===== config.mk =====
export PLATFORM = sky130hd
export DESIGN_NAME = fkps_front
export DESIGN_NICKNAME = d
export VERILOG_FILES = /design/src/rtl/core/fkps_pkg.sv /design/src/rtl/core/fkps_front.sv
export SDC_FILE = /design/constraint.sdc
export NUM_CORES = 1
export LEC_CHECK = 0
export BUFFER_PORTS_ARGS = -buffer_cell sky130_fd_sc_hd__buf_2
export CORE_MARGIN = 1
export CORE_UTILIZATION = 29
export CTS_CLUSTER_SIZE = 40
export DETAILED_ROUTE_END_ITERATION = 10
export HOLD_SLACK_MARGIN = 0.1
export PLACE_DENSITY = 0.93
export SLEW_MARGIN = 30
export SYNTH_ARGS = -nofsm -noshare
export SYNTH_HDL_FRONTEND = slang
export SYNTH_SLANG_ARGS = --single-unit

===== constraint.sdc =====
create_clock -name clock -period 3.2 [get_ports clock]
set_input_delay 0.8 -clock clock [delete_from_list [all_inputs] [get_ports clock]]
set_output_delay 0.8 -clock clock [all_outputs]
set_load 0.01 [all_outputs]

===== src/rtl/core/fkps_pkg.sv =====
`timescale 1ns / 1ps
// ----------------------------------------------------------------------------
// fkps_pkg
// Shared types and constants of the frame key/payload sorter.
// ----------------------------------------------------------------------------
package fkps_pkg;
   localparam int FRAME_SIZE = 64;
   localparam int DEPTH      = 64;
   localparam int IDX_W      = $clog2(DEPTH);
   localparam int CNT_W      = IDX_W + 1;
   localparam int KEY_W      = 32;
   localparam int PAY_W      = 32;
   localparam int QDEPTH     = 2;
   localparam int QPTR_W     = $clog2(QDEPTH);
   localparam int QCNT_W     = $clog2(QDEPTH + 1);

   typedef struct packed {
      logic signed [KEY_W-1:0] sort_key;
      logic signed [PAY_W-1:0] payload;
      logic                    frame_last;
   } req_word_type;

   typedef struct packed {
      logic signed [KEY_W-1:0] sorted_key;
      logic signed [PAY_W-1:0] sorted_payload;
      logic [IDX_W-1:0]        source_position;
      logic                    run_last;
   } rsp_word_type;

   // Classified word handed from the front to the back.
   typedef struct packed {
      logic signed [KEY_W-1:0] sort_key;
      logic signed [PAY_W-1:0] payload;
      logic [IDX_W-1:0]        slot;
      logic                    close;
   } cmd_type;

   typedef enum logic [1:0] {
      ST_FILL,
      ST_ALIGN,
      ST_EMIT
   } back_state_type;
endpackage


===== src/rtl/core/fkps_front.sv =====
`timescale 1ns / 1ps
// ----------------------------------------------------------------------------
// fkps_front
// Accept bins, number them within the frame and flag frame close.
// ----------------------------------------------------------------------------
module fkps_front (
   input  logic                clock,
   input  logic                reset,
   input  logic                in_valid,
   output logic                in_ready,
   input  fkps_pkg::req_word_type in_data,
   output logic                q_valid,
   input  logic                q_ready,
   output fkps_pkg::cmd_type   q_data
);
   import fkps_pkg::*;

   logic [IDX_W-1:0] fill_ff, fill_in;
   logic             close;

   assign close    = in_data.frame_last || ({1'b0, fill_ff} == CNT_W'(FRAME_SIZE - 1));
   assign in_ready = q_ready;
   assign q_valid  = in_valid;
   assign q_data   = '{sort_key: in_data.sort_key, payload: in_data.payload,
                       slot: fill_ff, close: close};

   always_comb begin
      fill_in = fill_ff;
      if (in_valid && q_ready) begin
         fill_in = close ? '0 : fill_ff + 1'b1;
      end
   end

   always_ff @(posedge clock) begin
      if (reset) begin
         fill_ff <= '0;
      end else begin
         fill_ff <= fill_in;
      end
   end
endmodule


# == Word-level counts from Yosys, hierarchy flattened ==
# Index checks and enable logic that the tools add are counted.
# word_totals
wordCells,6
out_inout_bits,73
in_bits,69
regBits,6
# classes
n_eq_ne,1
add_sub_neg,1
n_reduce_logical,2
n_mux,1
# op_table
op,n
adder 6 x 1 -> 6 bit (second input constant),1
equality test 6 bit (second input constant),1
2-to-1 mux 6 bit,1
logical AND 1 bit,1
logical OR 1 bit,1

# == Depth between registers and ports, before layout ==
# depth
ltp_word,3
mapped_depth,4
mapped_depth_nobuf,4

# == Least setup slack after synthesis ==
# OpenSTA, ideal clock, no wires.
# synth_timing
path_kind,reg2out
from,register fill_ff[0]
to,output q_data[0] in the netlist's numbering
n_path_buf,1
arrival_ns,1.217
required_ns,2.400
stages_incl_launch_ff,5
slack_ns,1.183
path_cell_list,dfxtp_1 -> ha_1 -> and3_2 -> a31o_2 -> buf_4
# synth_via
elab_chain_len,2
# synth_rtl
item,line,source
from (decl),fkps_front.sv:18,"logic [IDX_W-1:0] fill_ff, fill_in;"
from (signal assigned),fkps_front.sv:38,fill_ff <= fill_in;
equality test 6 bit,fkps_front.sv:21,"assign close = in_data.frame_last || ({1'b0, fill_ff} == CNT_W'(FRAME_SIZE - 1));"
logical OR 1 bit,fkps_front.sv:21,
to (decl),fkps_front.sv:14,output fkps_pkg::cmd_type q_data
# No other way between the ends.

==> results_dict.tcl <==
set metrics [dict create \
    power_frac_clock_pct 42.3 \
    ys_seq_elements 6 \
    core-area_mm2 0.00259 \
    gp_congestion 0.756 \
    drc 0 \
    clock_latency_ns 0.24 \
    rows 18 \
    path_class "reg2out" \
    finalCritPeriodShare_pct 71.3 \
    syn_area_um2 825 \
    largestRegisters "fill_ff: 6 flops" \
    ant_nets 0 \
    hold_path_class "reg2reg" \
    die_w_um 55.3 \
    area_growth_pct -46.4 \
    ctsHoldBuffers 0 \
    antenna_found_initial 0 \
    cts.sinks 6 \
    clkTransAtPathRegs_ns 0.04 \
    p_sw_w 0.0000367 \
    rsz0062_at_grt "false" \
    async_flop_share_pct 0 \
    relSlewSlack_pct 80.8 \
    drive_above_1_share_pct 41.2 \
    outcome "completed" \
    yosys.area_share.adder_pct 1.52 \
    cts_max_level 1 \
    p_sw_share_pct 22.8 \
    fin_setup_tns_ns 0 \
    cts_tree "built" \
    hold_viol 0 \
    synth_ff_type "dfxtp_1" \
    combPwrFrac_pct 10.0 \
    nNetsFinal 123 \
    dieArea_mm2 0.00306 \
    grt_pass1_vias 395 \
    critPathArrivalTime_ns 1.48 \
    wire_per_inst_um 15.4 \
    critPathMaxFanout 6 \
    max_freq_mhz 438 \
    ctsResizeCount 0 \
    first_pass_iters 3 \
    fin_cells 81 \
    grt_first_pass_wirelength_um 1850 \
    drt_iter0_drc 11 \
    num_vias 392 \
    grt_max_degree 12 \
    cellLeakagePower_nw 0.174 \
    worstMarginPinSlew_ns 0.287 \
    ir_drop_v 0.000272 \
    design_area_um2 442 \
    maxCapViolCount 0 \
    power_density_mw_per_mm2 365 \
    antenna_cells 0 \
    yosysWarnings 0 \
    synthCells 103 \
    synth.net_count 173 \
    synth_edf_count 0 \
    final-setup-viol-count 0 \
    grtUsageTotal_pct 8.08 \
    period_needed_ns 2.28 \
    critPathCaptureType "output pin" \
    synth-xor-area-share_pct 0 \
    largest_register_ffs 6 \
    slew_violations 0 \
    synth_top_family_by_area "buffers and inverters" \
    synth_cell_types 23 \
    fp.dieH_um 55.3 \
    critical_path.startpoint_type "flop" \
    io-pin-count 142 \
    dpl.hpwl_um 980 \
    synth-compound-area-share_pct 10.3 \
    cts_made_buffers 3 \
    drt_wl_total_um 1250 \
    cts_buffer_depth 2 \
    synthMuxAreaShare_pct 0 \
    cts-root-buf "clkbuf_4" \
    start_util_pct 31.8 \
    synth_simple_gate_area_share_pct 11.5 \
    avgSynthCellArea_um2 8.01 \
    p_int_w 0.000124 \
    dp_cells 78 \
    power_frac_seq_pct 47.7 \
    skew_ns 0.00202 \
    place_area_um2 419 \
    cts_setup_buffers 0 \
    regMostFlops "fill_ff" \
    seq_area_frac_synth_pct 14.6 \
    viasPerCell 4.84 \
    port_buffers 13 \
    gr-total-overflow 0 \
    cp.required_ns 2.40 \
]
==> critical path: stages, from the launching register on <==
cell and delay [ns]:
dfxtp_1 0.34, ha_1 0.24, and3_2 0.22, a31o_2 0.28
buf_2 0.15
==> path summary, 6_finish.rpt <==
check | start | endpoint | slack (ns) | cells after the start
max | fill_ff[0] | q_data[0] | 0.92 | 4
min | fill_ff[5] | fill_ff[5] | 0.52 | 2
max reg2reg | fill_ff[0] | fill_ff[1] | 1.69 | 4
min reg2reg | fill_ff[5] | fill_ff[5] | 0.52 | 2
==> cell usage in the layout, fill, tap and decap left out, types with 2 or more instances in the layout <==
master,instances
buf_2,13
a21oi_1,2
nor2_1,2
clkbuf_4,3
dfxtp_1,6
nand3b_1,2
nand3_1,3
or3_1,2
o21ai_0,4
==> through the flow <==
stage	hold WS [ns]	util, %	worst slack (ns)	total power [W]
after floorplan	0.523	-	1.18	0.000171
after global placement	0.512	16.2	1.08	0.0000942
after detailed placement	0.524	16.2	1.07	0.0000948
after CTS	0.530	17.1	0.907	0.000163
after global routing	0.552	17.1	0.844	0.000171
final	0.525	17.1	0.919	0.000161
==> metal layers <==
layer / vias to the layer above / GRT usage [%] / routed length, µm / share of wire [%]
met5: - / 0 / 0 / 0
met4: 0 / 6.79 / 72 / 5.8
met3: 22 / 11.9 / 319 / 26
met2: 29 / 9.64 / 478 / 38
met1: 167 / 5.63 / 379 / 30
li1: 174 / - / - / -
==> logic make-up (layout without fill, tap and decap cells) <==
group	count (synthesis)	in the layout
adders and majority gates	1	1
DFF	6	6
and+or+nand+nor	15	15
buffers and inverters	69	17
AOI/OAI and AO/OA	12	12
==> power groups by stage <==
stage | registers [W] | logic (W) | clock network, W
after CTS | 0.0000768 | 0.0000165 | 0.0000697
after floorplan | 0.0000784 | 0.0000927 | 0
after global routing | 0.0000769 | 0.0000184 | 0.0000758
after detailed placement | 0.0000782 | 0.0000165 | 0
after global placement | 0.0000780 | 0.0000162 | 0
final | 0.0000769 | 0.0000161 | 0.0000682
==> synthesized netlist by cell type (all sizes together), types with 2 or more instances <==
| cell type | number | share of area [%] |
|---|---|---|
| nor2 | 2 | 0.91 |
| buf | 68 | 62 |
| nand3b | 2 | 1.8 |
| or3 | 2 | 1.5 |
| a21oi | 2 | 1.2 |
| nand3 | 3 | 1.8 |
| nand2 | 2 | 1.2 |
| a221oi | 2 | 2.9 |
| o21ai | 4 | 2.4 |
| dfxtp | 6 | 15 |
==> area by class of cell <==
class                      count  area [µm²]
fill                         296        2150
multi-input combinational     28         193
sequential                     6         120
timing repair buffer          13        65.1
tap                           30        37.5
clock buffer                   3        22.5
inverter                       1        3.75
No activity file was read; power rests on OpenSTA's default activity.
