==> config.mk <==
export PLATFORM = sky130hd
export DESIGN_NAME = fkps_queue
export DESIGN_NICKNAME = d
export VERILOG_FILES = /design/src/rtl/core/fkps_pkg.sv /design/src/rtl/core/fkps_queue.sv
export SDC_FILE = /design/constraint.sdc
export NUM_CORES = 1
export LEC_CHECK = 0
export BUFFER_PORTS_ARGS = -buffer_cell sky130_fd_sc_hd__buf_2
export CAP_MARGIN = 20
export CORE_MARGIN = 4
export CORE_UTILIZATION = 55
export CTS_BUF_LIST = sky130_fd_sc_hd__clkbuf_8
export DETAILED_ROUTE_END_ITERATION = 10
export PLACE_DENSITY = 0.9
export SYNTH_ARGS = -nofsm -noshare
export SYNTH_HDL_FRONTEND = slang
export SYNTH_SLANG_ARGS = --single-unit
==> constraint.sdc <==
create_clock -name clock -period 6.05 [get_ports clock]
set_input_delay 0.3025 -clock clock [delete_from_list [all_inputs] [get_ports clock]]
set_output_delay 0.3025 -clock clock [all_outputs]
set_load 0.02 [all_outputs]
==> src/rtl/core/fkps_pkg.sv <==
`timescale 1ns / 1ps
// ----------------------------------------------------------------------------
// fkps_pkg
// Shared types and constants of the frame key/payload sorter.
// ----------------------------------------------------------------------------
package fkps_pkg;
   localparam int FRAME_SIZE = 64;
   localparam int DEPTH      = 64;
   localparam int IDX_W      = $clog2(DEPTH);
   localparam int CNT_W      = IDX_W + 1;
   localparam int KEY_W      = 32;
   localparam int PAY_W      = 32;
   localparam int QDEPTH     = 2;
   localparam int QPTR_W     = $clog2(QDEPTH);
   localparam int QCNT_W     = $clog2(QDEPTH + 1);

   typedef struct packed {
      logic signed [KEY_W-1:0] sort_key;
      logic signed [PAY_W-1:0] payload;
      logic                    frame_last;
   } req_word_type;

   typedef struct packed {
      logic signed [KEY_W-1:0] sorted_key;
      logic signed [PAY_W-1:0] sorted_payload;
      logic [IDX_W-1:0]        source_position;
      logic                    run_last;
   } rsp_word_type;

   // Classified word handed from the front to the back.
   typedef struct packed {
      logic signed [KEY_W-1:0] sort_key;
      logic signed [PAY_W-1:0] payload;
      logic [IDX_W-1:0]        slot;
      logic                    close;
   } cmd_type;

   typedef enum logic [1:0] {
      ST_FILL,
      ST_ALIGN,
      ST_EMIT
   } back_state_type;
endpackage

==> src/rtl/core/fkps_queue.sv <==
`timescale 1ns / 1ps
// ----------------------------------------------------------------------------
// fkps_queue
// Short FIFO between front and back.
// ----------------------------------------------------------------------------
module fkps_queue (
   input  logic              clock,
   input  logic              reset,
   input  logic              wr_valid,
   output logic              wr_ready,
   input  fkps_pkg::cmd_type wr_data,
   output logic              rd_valid,
   input  logic              rd_ready,
   output fkps_pkg::cmd_type rd_data
);
   import fkps_pkg::*;

   cmd_type           mem_ff [QDEPTH];
   logic [QPTR_W-1:0] wp_ff, wp_in, rp_ff, rp_in;
   logic [QCNT_W-1:0] cnt_ff, cnt_in;
   logic              push, pop;

   assign wr_ready = cnt_ff != QCNT_W'(QDEPTH);
   assign rd_valid = cnt_ff != '0;
   assign rd_data  = mem_ff[rp_ff];
   assign push     = wr_valid && wr_ready;
   assign pop      = rd_valid && rd_ready;

   always_comb begin
      wp_in  = push ? ((wp_ff == QPTR_W'(QDEPTH - 1)) ? '0 : wp_ff + 1'b1) : wp_ff;
      rp_in  = pop ? ((rp_ff == QPTR_W'(QDEPTH - 1)) ? '0 : rp_ff + 1'b1) : rp_ff;
      cnt_in = cnt_ff + QCNT_W'(push) - QCNT_W'(pop);
   end

   always_ff @(posedge clock) begin
      if (push) begin
         mem_ff[wp_ff] <= wr_data;
      end
      if (reset) begin
         wp_ff  <= '0;
         rp_ff  <= '0;
         cnt_ff <= '0;
      end else begin
         wp_ff  <= wp_in;
         rp_ff  <= rp_in;
         cnt_ff <= cnt_in;
      end
   end
endmodule

=== After elaboration in Yosys (flattened, before gate mapping) ===
Memory sizes are Yosys's and may differ from the RTL's. A register that Yosys moved wholly into a read port is not among the register bits.
Index checks and enable logic that the tools add are counted.

* Bits in writable memories: 142
* Memories kept: 1
* Word-level logic and storage cells: 18
* Register bits: 4

{| class="wikitable"
|+ Memories
! name !! words !! width !! read ports !! clocked after Yosys merged registers in !! write ports !! RTL line !! RTL
|-
| mem_ff || 2 || 71 || 1 || 1 || 1 || fkps_queue.sv:18 || <nowiki>cmd_type mem_ff [QDEPTH];</nowiki>
|}

* Add/sub/neg operators: 4
* Multiplexer cells: 6
* Eq/ne operators: 1
* Reduce and logical (&&, ||, !) cells: 3

{| class="wikitable"
|+ Operators by type and width
! kind !! number
|-
| $mux W1 || 6
|-
| $add A1 B1 Y1 const B || 2
|-
| $add A2 B1 Y2 || 1
|-
| $logic_and A1 B1 Y1 || 2
|-
| $ne A2 B2 Y1 const B || 1
|-
| $reduce_bool A2 Y1 || 1
|-
| $sub A2 B1 Y2 || 1
|}

=== Logic depth before layout (Yosys ltp) ===
* Word-level depth: 4
* Depth in mapped cells: 6

=== Least setup slack after synthesis ===
OpenSTA, ideal clock, no wires.

* Kind: register to register
* From: register cnt_ff[0]
* To: memory mem_ff[1][0] (netlist name) (enable)
* Arrival: 2.456 ns
* Stages on the path, launching flop included: 3
* Setup slack: 3.156 ns
* Required time: 5.613 ns
* Period minus slack after synthesis: 2.894 ns
* Cell sequence: dfxtp_1 -> nand2b_1 -> and3_1

* Cells in the longest elaborated chain, start to end: 4

{| class="wikitable"
|+ Ends and longest elaborated chain
! item !! RTL line !! RTL
|-
| start: declaration || fkps_queue.sv:20 || <nowiki>logic [QCNT_W-1:0] cnt_ff, cnt_in;</nowiki>
|-
| start signal: assignment || fkps_queue.sv:46 || <nowiki>cnt_ff <= cnt_in;</nowiki>
|-
| $ne A2 B2 Y1 || fkps_queue.sv:23 || <nowiki>assign wr_ready = cnt_ff != QCNT_W'(QDEPTH);</nowiki>
|-
| named net wr_ready || fkps_queue.sv:10 || <nowiki>output logic wr_ready,</nowiki>
|-
| $logic_and A1 B1 Y1 || fkps_queue.sv:26 || <nowiki>assign push = wr_valid && wr_ready;</nowiki>
|-
| $mux W1 || fkps_queue.sv:36 || <nowiki>if (push) begin</nowiki>
|-
| $mux W1 (implied by the code) || fkps_queue.sv:37 || <nowiki>mem_ff[wp_ff] <= wr_data;</nowiki>
|-
| end: declaration || fkps_queue.sv:18 ||
|}

The timed path passes the listed nets, and every way through them passes these cells.

==> impl_metrics.ini <==
[die]
start_util = 0.572
num_io_pins = 148
row_count = 35
die_area_mm2 = 0.0114
die_width_um = 107
core_region_area_mm2 = 0.00937
die_height_um = 107

[timing]
hold_viol = 0
holdWs_ns = 0.0668
rsz0062_at_grt = no
finalCritPeriodShare = 0.379
slew_headroom = 0.357
setup_violations = 0
worstMarginPinSlew_ns = 0.964
setup_tns_ns = 0
fmax_mhz = 436
slew_violations = 0
period_minus_slack_ns = 2.29
skew_ns = 0.0159

[final_layout]
antenna_cells = 0
drive_gt1_frac = 0.604
fin_util = 0.707
nets = 485
stdcell_count = 551
syn_to_final_growth_pct = 23.6

[setup_path]
critPathBufInv = 1
startpoint_type = register
end_kind = output port
crit_path_top_delay_cell = dfxtp_4
path_cells = mux2_2, buf_2
path_delay_family = flip-flops
critPathMaxStageDelay_ns = 0.95
cp.required_ns = 5.75
crit_arrival_ns = 1.99
worst-path-max-fanout = 71
crit_type = register to output port

[global_route]
grt_max_degree = 72
met3_usage = 0.0560
grt.overflow.total = 0
grt_pass1_vias = 2974
grt_usage = 0.168
top_usage_layer = met2
met1_usage = 0.204
grt_pass1_wl_um = 14600
antenna_found_initial = 0
grt_util_met2 = 0.288

[drt]
vias = 2777
drt-initial-drc-count = 142
wl_per_cell_um = 17.0
drt-total-wl_um = 9390
ant_nets = 0
viasPerCell = 5.04
drtPass1Iterations = 4
drc_errors = 0

[clocking]
clkTransAtPathRegs_ns = 0.08
cts-root-buf = clkbuf_8
cts_hold_buf = 0
clk_path_buf_depth = 2
clkSinkCount = 147
postCtsSetupRepairBufs = 0
insertion_delay_ns = 0.41
cts_tree = built
cts_resized = 0
cts_buffers = 17
cts_htree_levels = 4

[synth]
ys_types = 22
synth_fp_nets = 326
netlist_area_mm2 = 0.00536
ys_warn_count = 0
syn_inst = 250
syn_area_per_cell_um2 = 21.4
synth-seq-cells = 147
synth_seq_area_share = 0.814

[power]
p_per_area_mw_per_mm2 = 395
p_leak_nw = 2.47
ir_drop_mv = 0.337

[placement]
dp.cells = 519
port_buffers = 147
hpwl_um = 6070
place.gp.congestion = 0.716

[job]
max-cap-violations = 0

[outcome]
outcome = finished, final reports clean

[hold_path]
min_path_type = primary input to register
-- cell families (layout without fill, tap and decap cells) --
group,after synthesis,in the layout,share of synthesized area
flops,147,147,0.814
mux,72,72,0.151
compound gates,7,7,0.00957
fa+ha+maj,1,1,0.00233
xor+xnor,1,1,0.00163
buf+inv,9,181,0.00817
simple gates,13,13,0.0131
-- cells in the final DEF, fill, tap and decap left out --
| master | instances |
|---|---|
| clkinv_4 | 2 |
| clkinvlp_4 | 4 |
| mux2_1 | 1 |
| a21oi_1 | 1 |
| a21bo_2 | 1 |
| xor2_1 | 1 |
| nand3b_1 | 1 |
| and3_4 | 1 |
| dfxtp_1 | 4 |
| clkinv_2 | 2 |
| or2_2 | 1 |
| inv_2 | 1 |
| clkinv_1 | 1 |
| o21ai_0 | 2 |
| a32oi_1 | 1 |
| clkbuf_8 | 17 |
| buf_2 | 147 |
| nor2_1 | 5 |
| dfxtp_4 | 1 |
| nor2b_1 | 2 |
| and2b_1 | 1 |
| buf_4 | 1 |
| mux2_2 | 71 |
| a21bo_1 | 1 |
| ha_1 | 1 |
| bufinv_16 | 2 |
| nand2b_1 | 1 |
| nand3_1 | 1 |
| a211oi_1 | 1 |
| edfxtp_1 | 142 |
| inv_6 | 4 |
-- synthesized netlist by cell type --
| cell | count | area, um2 |
|---|---|---|
| a21bo_2 | 1 | 10.0 |
| nand3b_1 | 1 | 7.51 |
| o21ai_0 | 2 | 10.0 |
| inv_1 | 1 | 3.75 |
| and2b_1 | 1 | 7.51 |
| buf_2 | 8 | 40.0 |
| mux2_1 | 1 | 11.3 |
| edfxtp_1 | 142 | 4260 |
| a21oi_1 | 1 | 5.00 |
| xor2_1 | 1 | 8.76 |
| and3_1 | 1 | 6.26 |
| or2_2 | 1 | 6.26 |
| a211oi_1 | 1 | 7.51 |
| nor2b_1 | 2 | 12.5 |
| ha_1 | 1 | 12.5 |
| nand2b_1 | 1 | 6.26 |
| a21bo_1 | 1 | 10.0 |
| nand3_1 | 1 | 5.00 |
| dfxtp_1 | 5 | 100 |
| nor2_1 | 5 | 18.8 |
| a32oi_1 | 1 | 8.76 |
| mux2_2 | 71 | 800 |
-- area by class of cell --
cell class              instances  area (um2)
multi-input cells              94         958
clock buffers                  17         234
clock inverters                15         156
repair buffers                148         743
well taps                     129         161
flip-flops and latches        147        4370
inverters                       1        3.75
fillers                       646        2750
-- through the flow --
stage / setup WS (ns) / instance area (um2) / power, mW
floorplan: 3.16 / 5360 / 1.72
global placement: 4.16 / 6230 / 1.89
detailed placement: 4.10 / 6230 / 1.91
CTS: 3.70 / 6630 / 2.65
global route: 3.63 / 6630 / 2.74
finish: 3.76 / 6630 / 2.61
-- registers in the layout, summed over array words and instances (netlist names), named ones only --
name and flops:
cnt_ff 2, mem_ff 142, rp_ff 1, wp_ff 1
-- worst register-to-register path: stages (launching register included) --
cell and delay (ns):
dfxtp_1 0.45, nand2b_1 0.21, nand3b_1 0.13, inv_2 0.06
buf_4 0.67
-- report_power, final --
part           switching (mW)  internal [mW]
Sequential             0.0777           1.24
Combinational           0.319          0.244
Clock                   0.365          0.370
Total                   0.761           1.85
-- worst paths after layout --
check                            start                      end  slack (ns)  cells after the start
hold / removal             wr_data[13]  mem_ff[0][13]$_DFFE_PP_        0.07                      1
setup / recovery              register              rd_data[44]        3.76                      2
setup reg to reg  cnt_ff[0]$_SDFF_PP0_  mem_ff[0][35]$_DFFE_PP_        4.06                      4
hold reg to reg     rp_ff$_SDFFE_PP0P_                 register        0.53                      2
-- metal layers --
metal | part of all wire | vias up
li1 | - | 1310
met1 | 0.40 | 1363
met2 | 0.53 | 102
met3 | 0.065 | 2
met4 | 0.0027 | 0
met5 | 0 | -
Note: power is estimated with default switching activity, not from simulation.
